$ cat config.mk
export PLATFORM = sky130hd
export DESIGN_NAME = exchange_retransmit_table_unit
export DESIGN_NICKNAME = d
export VERILOG_FILES = /design/src/design/ertab_pkg.sv /design/src/design/ertab_ram.sv /design/src/design/exchange_retransmit_table_unit.sv
export SDC_FILE = /design/constraint.sdc
export NUM_CORES = 2
export LEC_CHECK = 0
export BUFFER_PORTS_ARGS = -buffer_cell sky130_fd_sc_hd__buf_2
export CAP_MARGIN = 20
export CORE_AREA = 5 5 568 570
export DETAILED_ROUTE_END_ITERATION = 10
export DIE_AREA = 0 0 573 575
export PLACE_DENSITY = 0.4
export SLEW_MARGIN = 40
export SYNTH_ARGS = -nofsm -noshare
export SYNTH_HDL_FRONTEND = slang
export SYNTH_SLANG_ARGS = --single-unit
$ cat constraint.sdc
create_clock -name clk -period 10.45 [get_ports clk]
set_input_delay 0.5225 -clock clk [delete_from_list [all_inputs] [get_ports clk]]
set_output_delay 0.5225 -clock clk [all_outputs]
set_load 0.01 [all_outputs]
$ cat src/design/ertab_pkg.sv
// Shared types and constants of the exchange retransmit table.
// Depends on nothing; imported by exchange_retransmit_table_unit.
`default_nettype none

package ertab_pkg;

	// Stream payload widths
	localparam int IN_DATA_W  = 80;
	localparam int IN_USER_W  = 2;
	localparam int OUT_DATA_W = 48;
	localparam int OUT_USER_W = 3;
	localparam int CFG_IDX_W  = 1;
	localparam int CFG_DATA_W = 32;
	localparam int ACTIVE_W   = 5;

	// Configuration register indexes
	localparam logic [CFG_IDX_W-1:0] REG_TIMEOUT_TICKS   = 1'd0;
	localparam logic [CFG_IDX_W-1:0] REG_MAX_RETRANSMITS = 1'd1;

	localparam logic [31:0] TIMEOUT_RESET = 32'd1000;
	localparam logic [3:0]  MAX_RETX_RESET = 4'd4;

	typedef enum logic [1:0] {
		ACT_INITIATE = 2'd0,
		ACT_RESPONSE = 2'd1,
		ACT_COMPLETE = 2'd2,
		ACT_TICK     = 2'd3
	} action_t;

	typedef enum logic [2:0] {
		EV_ASSIGNED   = 3'd0,
		EV_FULL       = 3'd1,
		EV_RESPONSE   = 3'd2,
		EV_UNKNOWN    = 3'd3,
		EV_COMPLETED  = 3'd4,
		EV_RETRANSMIT = 3'd5,
		EV_TIMED_OUT  = 3'd6,
		EV_TICK_DONE  = 3'd7
	} evt_t;

	typedef enum logic [2:0] {
		ST_IDLE,
		ST_CTRL,
		ST_WALK,
		ST_DRAIN_RD,
		ST_DRAIN_EMIT
	} fsm_t;

	// One table entry as held in the entry RAM
	typedef struct packed {
		logic [15:0] id;
		logic [15:0] session;
		logic [7:0]  protocol;
		logic [7:0]  opcode;
		logic [31:0] stamp;
		logic [3:0]  retries;
	} entry_t;

	// One retransmit or timeout found by a tick walk
	typedef struct packed {
		logic        timed_out;
		logic [15:0] id;
		logic [15:0] session;
		logic [3:0]  retries;
	} tick_evt_t;

endpackage

`default_nettype wire

$ cat src/design/ertab_ram.sv
// Generic simple dual-port RAM with one write port and a registered read port.
// Depends on nothing.
`default_nettype none

module ertab_ram #(
	parameter int WIDTH = 8,
	parameter int DEPTH = 16
) (
	input  wire logic                                     clk,
	input  wire logic                                     we,
	input  wire logic [(DEPTH > 1 ? $clog2(DEPTH) : 1)-1:0] waddr,
	input  wire logic [WIDTH-1:0]                         wdata,
	input  wire logic                                     re,
	input  wire logic [(DEPTH > 1 ? $clog2(DEPTH) : 1)-1:0] raddr,
	output logic      [WIDTH-1:0]                         rdata
);

	logic [WIDTH-1:0] mem_q [DEPTH];
	logic [WIDTH-1:0] rdata_q;

	always_ff @(posedge clk) begin
		if (we) begin
			mem_q[waddr] <= wdata;
		end
		if (re) begin
			rdata_q <= mem_q[raddr];
		end
	end

	assign rdata = rdata_q;

endmodule

`default_nettype wire

$ cat src/design/exchange_retransmit_table_unit.sv
// Top level of the exchange retransmit table: control, flags, lookup and tick walk.
// Depends on ertab_pkg and ertab_ram.
`default_nettype none

// Channel   Direction  Signals                      Contents
// s_*       in         tvalid tready tdata tuser    one action per transaction
// m_*       out        tvalid tready tdata tuser    one or more results per action
//                      tlast                        tlast marks the final result
// cfg_*     in         we index data                register writes, no read-back
//
// Initiate and unknown-id results are loaded at the accept edge; response and complete
// first pass through the control state to read the session from the entry RAM. A tick
// walks the entry RAM one slot per cycle in the walk state, then, for each retransmit
// or timeout it found, reads it from the registered result RAM in the drain read state
// and loads it in the drain emit state, and loads the tick-done result after that.
// Reset clears the flags, counters and the FSM asynchronously; the RAMs are not
// cleared, since an entry is written in the same cycle as its valid flag is set.
// Input is taken only in the idle state and only when the output register can load;
// a stalled output holds the FSM in whichever state is waiting to load a result.

module exchange_retransmit_table_unit
	import ertab_pkg::*;
#(
	parameter int SLOTS = 16
) (
	input  wire logic                  clk,
	input  wire logic                  arst_n,
	input  wire logic                  s_tvalid,
	output logic                       s_tready,
	// exchange[15:0], session[31:16], protocol[39:32], opcode[47:40], now[79:48]
	input  wire logic [IN_DATA_W-1:0]  s_tdata,
	// action[1:0]
	input  wire logic [IN_USER_W-1:0]  s_tuser,
	output logic                       m_tvalid,
	input  wire logic                  m_tready,
	// result_id[15:0], result_session[31:16], retry_count[35:32], active_count[40:36],
	// zero fill[47:41]
	output logic      [OUT_DATA_W-1:0] m_tdata,
	// event_res[2:0]
	output logic      [OUT_USER_W-1:0] m_tuser,
	output logic                       m_tlast,
	input  wire logic                  cfg_we,
	input  wire logic [CFG_IDX_W-1:0]  cfg_index,
	input  wire logic [CFG_DATA_W-1:0] cfg_data
);

	localparam int IW = (SLOTS > 1) ? $clog2(SLOTS) : 1;
	localparam int CW = $clog2(SLOTS + 1);

	// Configuration registers
	logic [31:0] timeout_q;
	logic [3:0]  max_retx_q;

	// Per-slot flags and the id lookup array
	logic [SLOTS-1:0] slot_valid_q;
	logic [SLOTS-1:0] slot_await_q;
	logic [SLOTS-1:0] slot_done_q;
	logic [15:0]      slot_id_q [SLOTS];
	logic [15:0]      next_id_q;
	logic [CW-1:0]    active_q;

	fsm_t state_q, state_d;

	// Input fields
	action_t     in_action;
	logic [15:0] in_xid;
	logic [15:0] in_ses;
	logic [7:0]  in_proto;
	logic [7:0]  in_op;
	logic [31:0] in_now;
	logic        accept;
	logic        out_free;

	// Lookup
	logic [15:0]      key;
	logic [SLOTS-1:0] hit_vec;
	logic             hit_any;
	logic [IW-1:0]    hit_idx;
	logic             free_any;
	logic [IW-1:0]    free_idx;
	logic             init_any;
	logic [IW-1:0]    init_idx;
	logic [CW-1:0]    init_inc;

	// Response and complete
	evt_t        ctrl_ev_q;
	logic [15:0] ctrl_id_q;

	// Tick walk
	logic [CW-1:0] ptr_q;
	logic          walk_v_s1;
	logic [IW-1:0] walk_idx_s1;
	logic [31:0]   now_q;
	logic [CW-1:0] evt_cnt_q;
	logic [CW-1:0] drain_q;
	entry_t        w_entry;
	logic          w_live;
	logic          w_done;
	logic          w_check;
	logic [31:0]   w_age;
	logic          w_expired;
	logic          w_retx;
	logic          w_tmo;

	// RAM ports
	logic          d_we;
	logic [IW-1:0] d_waddr;
	entry_t        d_wdata;
	logic          d_re;
	logic [IW-1:0] d_raddr;
	entry_t        d_rdata;
	logic          r_we;
	logic [IW-1:0] r_waddr;
	tick_evt_t     r_wdata;
	logic          r_re;
	logic [IW-1:0] r_raddr;
	tick_evt_t     r_rdata;

	// Output register
	logic                out_load;
	evt_t                out_ev;
	logic [15:0]         out_id;
	logic [15:0]         out_ses;
	logic [3:0]          out_retry;
	logic [ACTIVE_W-1:0] out_act;
	logic                out_last;
	logic                m_tvalid_q;
	evt_t                ev_q;
	logic [15:0]         res_id_q;
	logic [15:0]         res_ses_q;
	logic [3:0]          retry_q;
	logic [ACTIVE_W-1:0] act_q;
	logic                last_q;

	assign in_action = action_t'(s_tuser);
	assign in_xid    = s_tdata[15:0];
	assign in_ses    = s_tdata[31:16];
	assign in_proto  = s_tdata[39:32];
	assign in_op     = s_tdata[47:40];
	assign in_now    = s_tdata[79:48];

	assign out_free = !m_tvalid_q || m_tready;
	assign s_tready = (state_q == ST_IDLE) && out_free;
	assign accept   = s_tvalid && s_tready;

	// An initiate looks for the id it is about to hand out, since a wrapped id
	// overwrites the slot that still holds it; response and complete look for theirs.
	assign key = (in_action == ACT_INITIATE) ? next_id_q : in_xid;

	always_comb begin
		for (int i = 0; i < SLOTS; i++) begin
			hit_vec[i] = slot_valid_q[i] && (slot_id_q[i] == key);
		end
	end

	// Lowest-numbered match and lowest-numbered free slot
	always_comb begin
		hit_idx  = '0;
		free_idx = '0;
		for (int i = SLOTS - 1; i >= 0; i--) begin
			if (hit_vec[i]) begin
				hit_idx = IW'(i);
			end
			if (!slot_valid_q[i]) begin
				free_idx = IW'(i);
			end
		end
	end

	assign hit_any  = |hit_vec;
	assign free_any = ~&slot_valid_q;
	assign init_any = hit_any || free_any;
	assign init_idx = hit_any ? hit_idx : free_idx;
	// Overwriting a live entry leaves the count alone; reviving a done one adds one.
	assign init_inc = hit_any ? CW'(slot_done_q[hit_idx]) : CW'(1);

	// Tick walk, stage 1: the entry read in the previous cycle is examined here.
	assign w_entry   = d_rdata;
	assign w_live    = walk_v_s1 && slot_valid_q[walk_idx_s1];
	assign w_done    = w_live && slot_done_q[walk_idx_s1];
	assign w_check   = w_live && !slot_done_q[walk_idx_s1] && slot_await_q[walk_idx_s1];
	assign w_age     = now_q - w_entry.stamp;
	assign w_expired = w_check && (w_age > timeout_q);
	assign w_retx    = w_expired && (w_entry.retries < max_retx_q);
	assign w_tmo     = w_expired && !w_retx;

	always_comb begin
		state_d   = state_q;
		d_we      = 1'b0;
		d_waddr   = init_idx;
		d_wdata   = '{id: next_id_q, session: in_ses, protocol: in_proto, opcode: in_op,
			stamp: in_now, retries: 4'd0};
		d_re      = 1'b0;
		d_raddr   = hit_idx;
		r_we      = 1'b0;
		r_waddr   = evt_cnt_q[IW-1:0];
		r_wdata   = '{timed_out: w_tmo, id: w_entry.id, session: w_entry.session,
			retries: w_tmo ? 4'd0 : w_entry.retries + 4'd1};
		r_re      = 1'b0;
		r_raddr   = drain_q[IW-1:0];
		out_load  = 1'b0;
		out_ev    = EV_TICK_DONE;
		out_id    = '0;
		out_ses   = '0;
		out_retry = '0;
		out_act   = ACTIVE_W'(active_q);
		out_last  = 1'b1;
		case (state_q)
			ST_IDLE: begin
				if (accept) begin
					case (in_action)
						ACT_INITIATE: begin
							out_load = 1'b1;
							out_ses  = in_ses;
							if (init_any) begin
								d_we    = 1'b1;
								out_ev  = EV_ASSIGNED;
								out_id  = next_id_q;
								out_act = ACTIVE_W'(active_q + init_inc);
							end else begin
								out_ev = EV_FULL;
							end
						end
						ACT_RESPONSE, ACT_COMPLETE: begin
							if (hit_any) begin
								d_re    = 1'b1;
								state_d = ST_CTRL;
							end else begin
								out_load = 1'b1;
								out_ev   = EV_UNKNOWN;
								out_id   = in_xid;
							end
						end
						ACT_TICK: begin
							state_d = ST_WALK;
						end
						default: begin
							state_d = ST_IDLE;
						end
					endcase
				end
			end
			ST_CTRL: begin
				if (out_free) begin
					out_load = 1'b1;
					out_ev   = ctrl_ev_q;
					out_id   = ctrl_id_q;
					out_ses  = d_rdata.session;
					state_d  = ST_IDLE;
				end
			end
			ST_WALK: begin
				if (ptr_q < CW'(SLOTS)) begin
					d_re    = 1'b1;
					d_raddr = ptr_q[IW-1:0];
				end else if (!walk_v_s1) begin
					state_d = ST_DRAIN_RD;
				end
				if (w_retx) begin
					d_we    = 1'b1;
					d_waddr = walk_idx_s1;
					d_wdata = '{id: w_entry.id, session: w_entry.session,
						protocol: w_entry.protocol, opcode: w_entry.opcode,
						stamp: now_q, retries: w_entry.retries + 4'd1};
				end
				r_we = w_expired;
			end
			ST_DRAIN_RD: begin
				if (drain_q < evt_cnt_q) begin
					r_re    = 1'b1;
					state_d = ST_DRAIN_EMIT;
				end else if (out_free) begin
					out_load = 1'b1;
					state_d  = ST_IDLE;
				end
			end
			ST_DRAIN_EMIT: begin
				if (out_free) begin
					out_load  = 1'b1;
					out_ev    = r_rdata.timed_out ? EV_TIMED_OUT : EV_RETRANSMIT;
					out_id    = r_rdata.id;
					out_ses   = r_rdata.session;
					out_retry = r_rdata.retries;
					out_last  = 1'b0;
					state_d   = ST_DRAIN_RD;
				end
			end
			default: begin
				state_d = ST_IDLE;
			end
		endcase
	end

	always_ff @(posedge clk or negedge arst_n) begin
		if (!arst_n) begin
			state_q <= ST_IDLE;
		end else begin
			state_q <= state_d;
		end
	end

	always_ff @(posedge clk or negedge arst_n) begin
		if (!arst_n) begin
			timeout_q  <= TIMEOUT_RESET;
			max_retx_q <= MAX_RETX_RESET;
		end else if (cfg_we) begin
			case (cfg_index)
				REG_TIMEOUT_TICKS:   timeout_q  <= cfg_data;
				REG_MAX_RETRANSMITS: max_retx_q <= cfg_data[3:0];
				default: begin
					timeout_q <= timeout_q;
				end
			endcase
		end
	end

	// Flags, id counter and the count of live entries
	always_ff @(posedge clk or negedge arst_n) begin
		if (!arst_n) begin
			slot_valid_q <= '0;
			slot_await_q <= '0;
			slot_done_q  <= '0;
			next_id_q    <= '0;
			active_q     <= '0;
		end else begin
			if (accept && (in_action == ACT_INITIATE) && init_any) begin
				slot_valid_q[init_idx] <= 1'b1;
				slot_await_q[init_idx] <= 1'b1;
				slot_done_q[init_idx]  <= 1'b0;
				next_id_q              <= next_id_q + 16'd1;
				active_q               <= active_q + init_inc;
			end
			if (accept && (in_action == ACT_RESPONSE) && hit_any) begin
				slot_await_q[hit_idx] <= 1'b0;
			end
			if (accept && (in_action == ACT_COMPLETE) && hit_any) begin
				slot_done_q[hit_idx] <= 1'b1;
				if (!slot_done_q[hit_idx]) begin
					active_q <= active_q - CW'(1);
				end
			end
			if (state_q == ST_WALK) begin
				if (w_done || w_tmo) begin
					slot_valid_q[walk_idx_s1] <= 1'b0;
				end
				if (w_tmo) begin
					active_q <= active_q - CW'(1);
				end
			end
		end
	end

	always_ff @(posedge clk) begin
		if (accept && (in_action == ACT_INITIATE) && init_any) begin
			slot_id_q[init_idx] <= next_id_q;
		end
		if (accept) begin
			ctrl_ev_q <= (in_action == ACT_RESPONSE) ? EV_RESPONSE : EV_COMPLETED;
			ctrl_id_q <= in_xid;
		end
	end

	// Walk and drain counters
	always_ff @(posedge clk or negedge arst_n) begin
		if (!arst_n) begin
			ptr_q       <= '0;
			walk_v_s1   <= 1'b0;
			walk_idx_s1 <= '0;
			now_q       <= '0;
			evt_cnt_q   <= '0;
			drain_q     <= '0;
		end else begin
			if (accept && (in_action == ACT_TICK)) begin
				ptr_q     <= '0;
				walk_v_s1 <= 1'b0;
				now_q     <= in_now;
				evt_cnt_q <= '0;
			end
			if (state_q == ST_WALK) begin
				walk_v_s1   <= d_re;
				walk_idx_s1 <= ptr_q[IW-1:0];
				if (d_re) begin
					ptr_q <= ptr_q + CW'(1);
				end
				if (w_expired) begin
					evt_cnt_q <= evt_cnt_q + CW'(1);
				end
				if (state_d == ST_DRAIN_RD) begin
					drain_q <= '0;
				end
			end
			if ((state_q == ST_DRAIN_EMIT) && out_free) begin
				drain_q <= drain_q + CW'(1);
			end
		end
	end

	ertab_ram #(
		.WIDTH($bits(entry_t)),
		.DEPTH(SLOTS)
	) u_entry_ram (
		.clk  (clk),
		.we   (d_we),
		.waddr(d_waddr),
		.wdata(d_wdata),
		.re   (d_re),
		.raddr(d_raddr),
		.rdata(d_rdata)
	);

	ertab_ram #(
		.WIDTH($bits(tick_evt_t)),
		.DEPTH(SLOTS)
	) u_result_ram (
		.clk  (clk),
		.we   (r_we),
		.waddr(r_waddr),
		.wdata(r_wdata),
		.re   (r_re),
		.raddr(r_raddr),
		.rdata(r_rdata)
	);

	// Output register: it loads only when it is empty or its transaction completes.
	always_ff @(posedge clk or negedge arst_n) begin
		if (!arst_n) begin
			m_tvalid_q <= 1'b0;
		end else if (out_load) begin
			m_tvalid_q <= 1'b1;
		end else if (m_tready) begin
			m_tvalid_q <= 1'b0;
		end
	end

	always_ff @(posedge clk) begin
		if (out_load) begin
			ev_q      <= out_ev;
			res_id_q  <= out_id;
			res_ses_q <= out_ses;
			retry_q   <= out_retry;
			act_q     <= out_act;
			last_q    <= out_last;
		end
	end

	assign m_tvalid = m_tvalid_q;
	assign m_tuser  = ev_q;
	assign m_tlast  = last_q;
	assign m_tdata  = {7'd0, act_q, retry_q, res_ses_q, res_id_q};

	// The live count always matches the flags it summarizes.
	a_active_count: assert property (@(posedge clk) disable iff (!arst_n)
		$countones(slot_valid_q & ~slot_done_q) == int'(active_q))
		else $error("active count out of step with slot flags");

	// The walk's second stage is only ever occupied during the walk.
	a_walk_stage: assert property (@(posedge clk) disable iff (!arst_n)
		walk_v_s1 |-> (state_q == ST_WALK))
		else $error("walk stage busy outside the walk");

	// A tick cannot find more events than there are slots.
	a_evt_bound: assert property (@(posedge clk) disable iff (!arst_n)
		int'(evt_cnt_q) <= SLOTS)
		else $error("tick event count exceeds slot count");

	// Tick done closes its action, while walk events never do.
	a_tick_last: assert property (@(posedge clk) disable iff (!arst_n)
		(m_tvalid && (m_tuser == EV_TICK_DONE)) |-> m_tlast)
		else $error("tick done without tlast");

	a_walk_not_last: assert property (@(posedge clk) disable iff (!arst_n)
		(m_tvalid && ((m_tuser == EV_RETRANSMIT) || (m_tuser == EV_TIMED_OUT))) |-> !m_tlast)
		else $error("walk event marked last");

endmodule

`default_nettype wire
==> run_results.csv <==
group,metric,value,unit
final_layout,drive_gt1_share,16.3,%
synth,synth_top_area_share,66.9,%
routing,drt_iter0_drc,4096,
synth,synth-simple-area-share,7.32,%
die,rows,207,
sta,slew_viol_final,0,
setup_path,reg2reg_slack,1880,ps
grt,grt_overflow,0,
clocking,clock_latency,890,ps
sta,setup_viol,0,
clocking,hold_buffers,87,
place,post-place-cells,10251,
synth,postSynthAreaPerCell,15.7,um^2
die,core,317000,um^2
synth,synth_seq_cells,2265,
worst_hold_path,worstHoldPathType,"in2reg",
synth,synthMuxAreaShare,10.3,%
grt,grt_pass1_vias,53584,
die,start_util,29.8,%
die,die_x,573,um
grt,grt_start_max_net_pins,129,
sta,slew_headroom,37.0,%
flow_run,maxCapViolations,0,
clocking,numClockSinks,2265,
routing,wl,286000,um
synth,synth-xor-area-share,2.86,%
synth,yosysMostFrequentCell,"edfxtp_1",
die,die_h,575,um
grt,antenna_found_initial,24,
routing,routed_via_density,4.95,
setup_path,crit_fanout,68,
die,pin_count,174,
sta,period_minus_slack,8570,ps
place,gp_congestion,0.812,
synth,synthAdderAreaFrac,1.17,%
power_and_ir_drop,power.density,261,nW/um^2
grt,grt_pass1_wl,408000,um
synth,synth_top_family_by_area,"multiplexers",
setup_path,required,10940,ps
synth,netlist_area,94500,um^2
setup_path,critPathLaunchType,"flip-flop",
routing,ant_nets,0,
routing,drc,0,
final_layout,regArea,67200,um^2
synth,netlist_instances,6032,
synth,async_flop_share,7.11,%
status,status,"finished clean",
routing,dr_total_vias,53596,
final_layout,finalNetCount,6644,
sta,finalCritPeriodShare,82.0,%
setup_path,endpoint_kind,"flip-flop",
power_and_ir_drop,p_leak,36.7,nW
synth,synth_area_leader_cell,"edfxtp_1",
clocking,cts_max_level,5,
final_layout,fillers,30271,
clocking,cts_resized,0,
setup_path,critPathKind,"reg2reg",
synth,synth_cell_type_count,93,
synth,ys_warn_count,0,
final_layout,multi_input_area,25700,um^2
sta,skew,35.0,ps
sta,worstMarginPinSlew,937,ps
routing,wl_per_cell,26.4,um
sta,hold_viol,0,
synth,ys.flop_type,"edfxtp_1",
clocking,tritoncts,"yes",
synth,yosys-top-cells-count,"edfxtp_1, nand2_1, mux2i_1",
clocking,numCtsBuffers,275,
synth,synthTopCellsByArea,"edfxtp_1, mux4_2, mux2i_1",
clocking,cts-root-buf,"clkbuf_16",
place,place.port_buffers,150,
setup_path,arrival,9060,ps
place,dpl.hpwl,162000,um
clocking,post_cts_buffers,0,
sta,rsz0062_at_grt,"false",
routing,drt_pass1_iterations,6,
synth,synth_compound_area_share,5.03,%
clocking,clk_path_buf_depth,4,
die,die_area,329000,um^2
sta,fin_tns_setup,0,ps
clocking,clk_transition_reported_paths,50,ps
power_and_ir_drop,ir_drop,0.258,mV
synth,synth_edf_count,2104,
final_layout,final_cell_count_no_fill,10820,
sta,max_freq,117,MHz
grt,grt_usage,16.9,%
synth,seq_area_frac_synth,71.2,%
final_layout,synthToLayoutAreaGrowth,17.2,%
-- worst paths after layout --
| check | start | endpoint | cells past startpoint |
|---|---|---|---|
| setup / recovery | now_q[1] | u_entry_ram.mem_q[11][52] | 24 |
| hold / removal | s_tdata[17] | res_ses_q[1] | 3 |
| min in group asynchronous | arst_n | now_q[5] | 2 |
| hold reg to reg | evt_cnt_q[4] | evt_cnt_q[4] | 1 |
| setup reg to reg | now_q[1] | u_entry_ram.mem_q[11][52] | 24 |
| max in group asynchronous | arst_n | drain_q[3] | 3 |
-- placed cells by master (no fill, tap or decap), drive strengths merged, types with 69 or more instances in the layout --
cell type	synthesis	final
edfxtp	2104	2104
clkinv	0	79
clkbuf	153	360
mux2i	429	429
nand2	961	961
inv	122	139
nor4	99	99
o21ai	188	188
dfrtp	154	154
buf	148	334
nand3	117	117
nor2	111	111
a22oi	99	99
a21oi	177	177
dlygate4sd3	0	87
ha	87	87
o221ai	69	69
xnor2	295	295
mux4	200	200
-- cell families after synthesis --
logic type      after synthesis
flops                      2265
simple gates               1544
compound gates              711
mux                         692
buf+inv                     423
xor+xnor                    308
fa+ha+maj                    88
other cells                   1
-- worst max-delay path: stages, from the launching register on --
cell      delay [ps]
dfrtp_1          420
ha_1             300
nor2b_1          130
o21a_1           170
o21ai_0          540
a21oi_1          250
a41oi_1          600
a211oi_1         250
o31ai_2          580
a31oi_1          310
a41o_1           340
o41a_1           360
a221oi_1         300
xnor2_1          130
ha_1             300
nand3_1           90
or2_2            320
nor3_1           200
buf_4            240
a21o_1           400
nand4_1          390
o21bai_1         400
nand2b_1         310
nor2_4           200
buf_12           520
-- where the power goes --
| part | internal, mW | switching, mW | leakage [nW] |
|---|---|---|---|
| logic | 2.98 | 5.07 | 11.7 |
| registers | 11.1 | 0.706 | 20.9 |
| clock network | 5.30 | 3.83 | 4.12 |
| total | 19.3 | 9.61 | 36.7 |
-- metrics by stage --
step           total power, mW  setup slack (ps)  utilization, %  area, um^2  hold WS, ps
2_1_floorplan             17.0              2030               -       94500          227
3_3_place_gp              20.1              1510            31.9      101000          468
3_5_place_dp              20.1              1780            32.0      101000          478
4_1_cts                   29.5              1750            34.9      111000         3.88
5_1_grt                   30.5              1320            35.0      111000         35.6
6_report                  28.9              1880            35.0      111000         84.7
-- area by class of cell --
cell class | count | share of cell area, %
diodes | 6 | 0.0136
clock inverters | 116 | 0.975
clock buffers | 359 | 6.69
repair buffers | 422 | 3.31
multi-input cells | 3350 | 23.2
inverters | 122 | 0.413
well taps | 4180 | 4.72
flip-flops and latches | 2265 | 60.7
-- sequential cells by signal, summed over array words and instances, names as in the netlist, 3 cells and up --
name and count:
slot_id_q 256, retry_q 4, res_id_q 16, timeout_q 32, active_q 5, slot_await_q 16, max_retx_q 4, walk_idx_s1 4
u_entry_ram.mem_q 1088, next_id_q 16, state_q 3, ctrl_id_q 16, u_entry_ram.rdata 68, slot_done_q 16, ptr_q 5, act_q 5
slot_valid_q 16, u_result_ram.rdata 37, m_tuser 3, drain_q 5, res_ses_q 16, evt_cnt_q 5, now_q 32, u_result_ram.mem_q 592
-- per-layer routing --
layer,global-route usage (%),wire length (um),vias to the layer above
met5,0,50,-
met4,3.85,5890,8
met3,2.41,13800,362
met2,26.3,129000,1376
met1,25.0,137000,27908
li1,-,-,23942
Power figures use the tool's default switching activity.
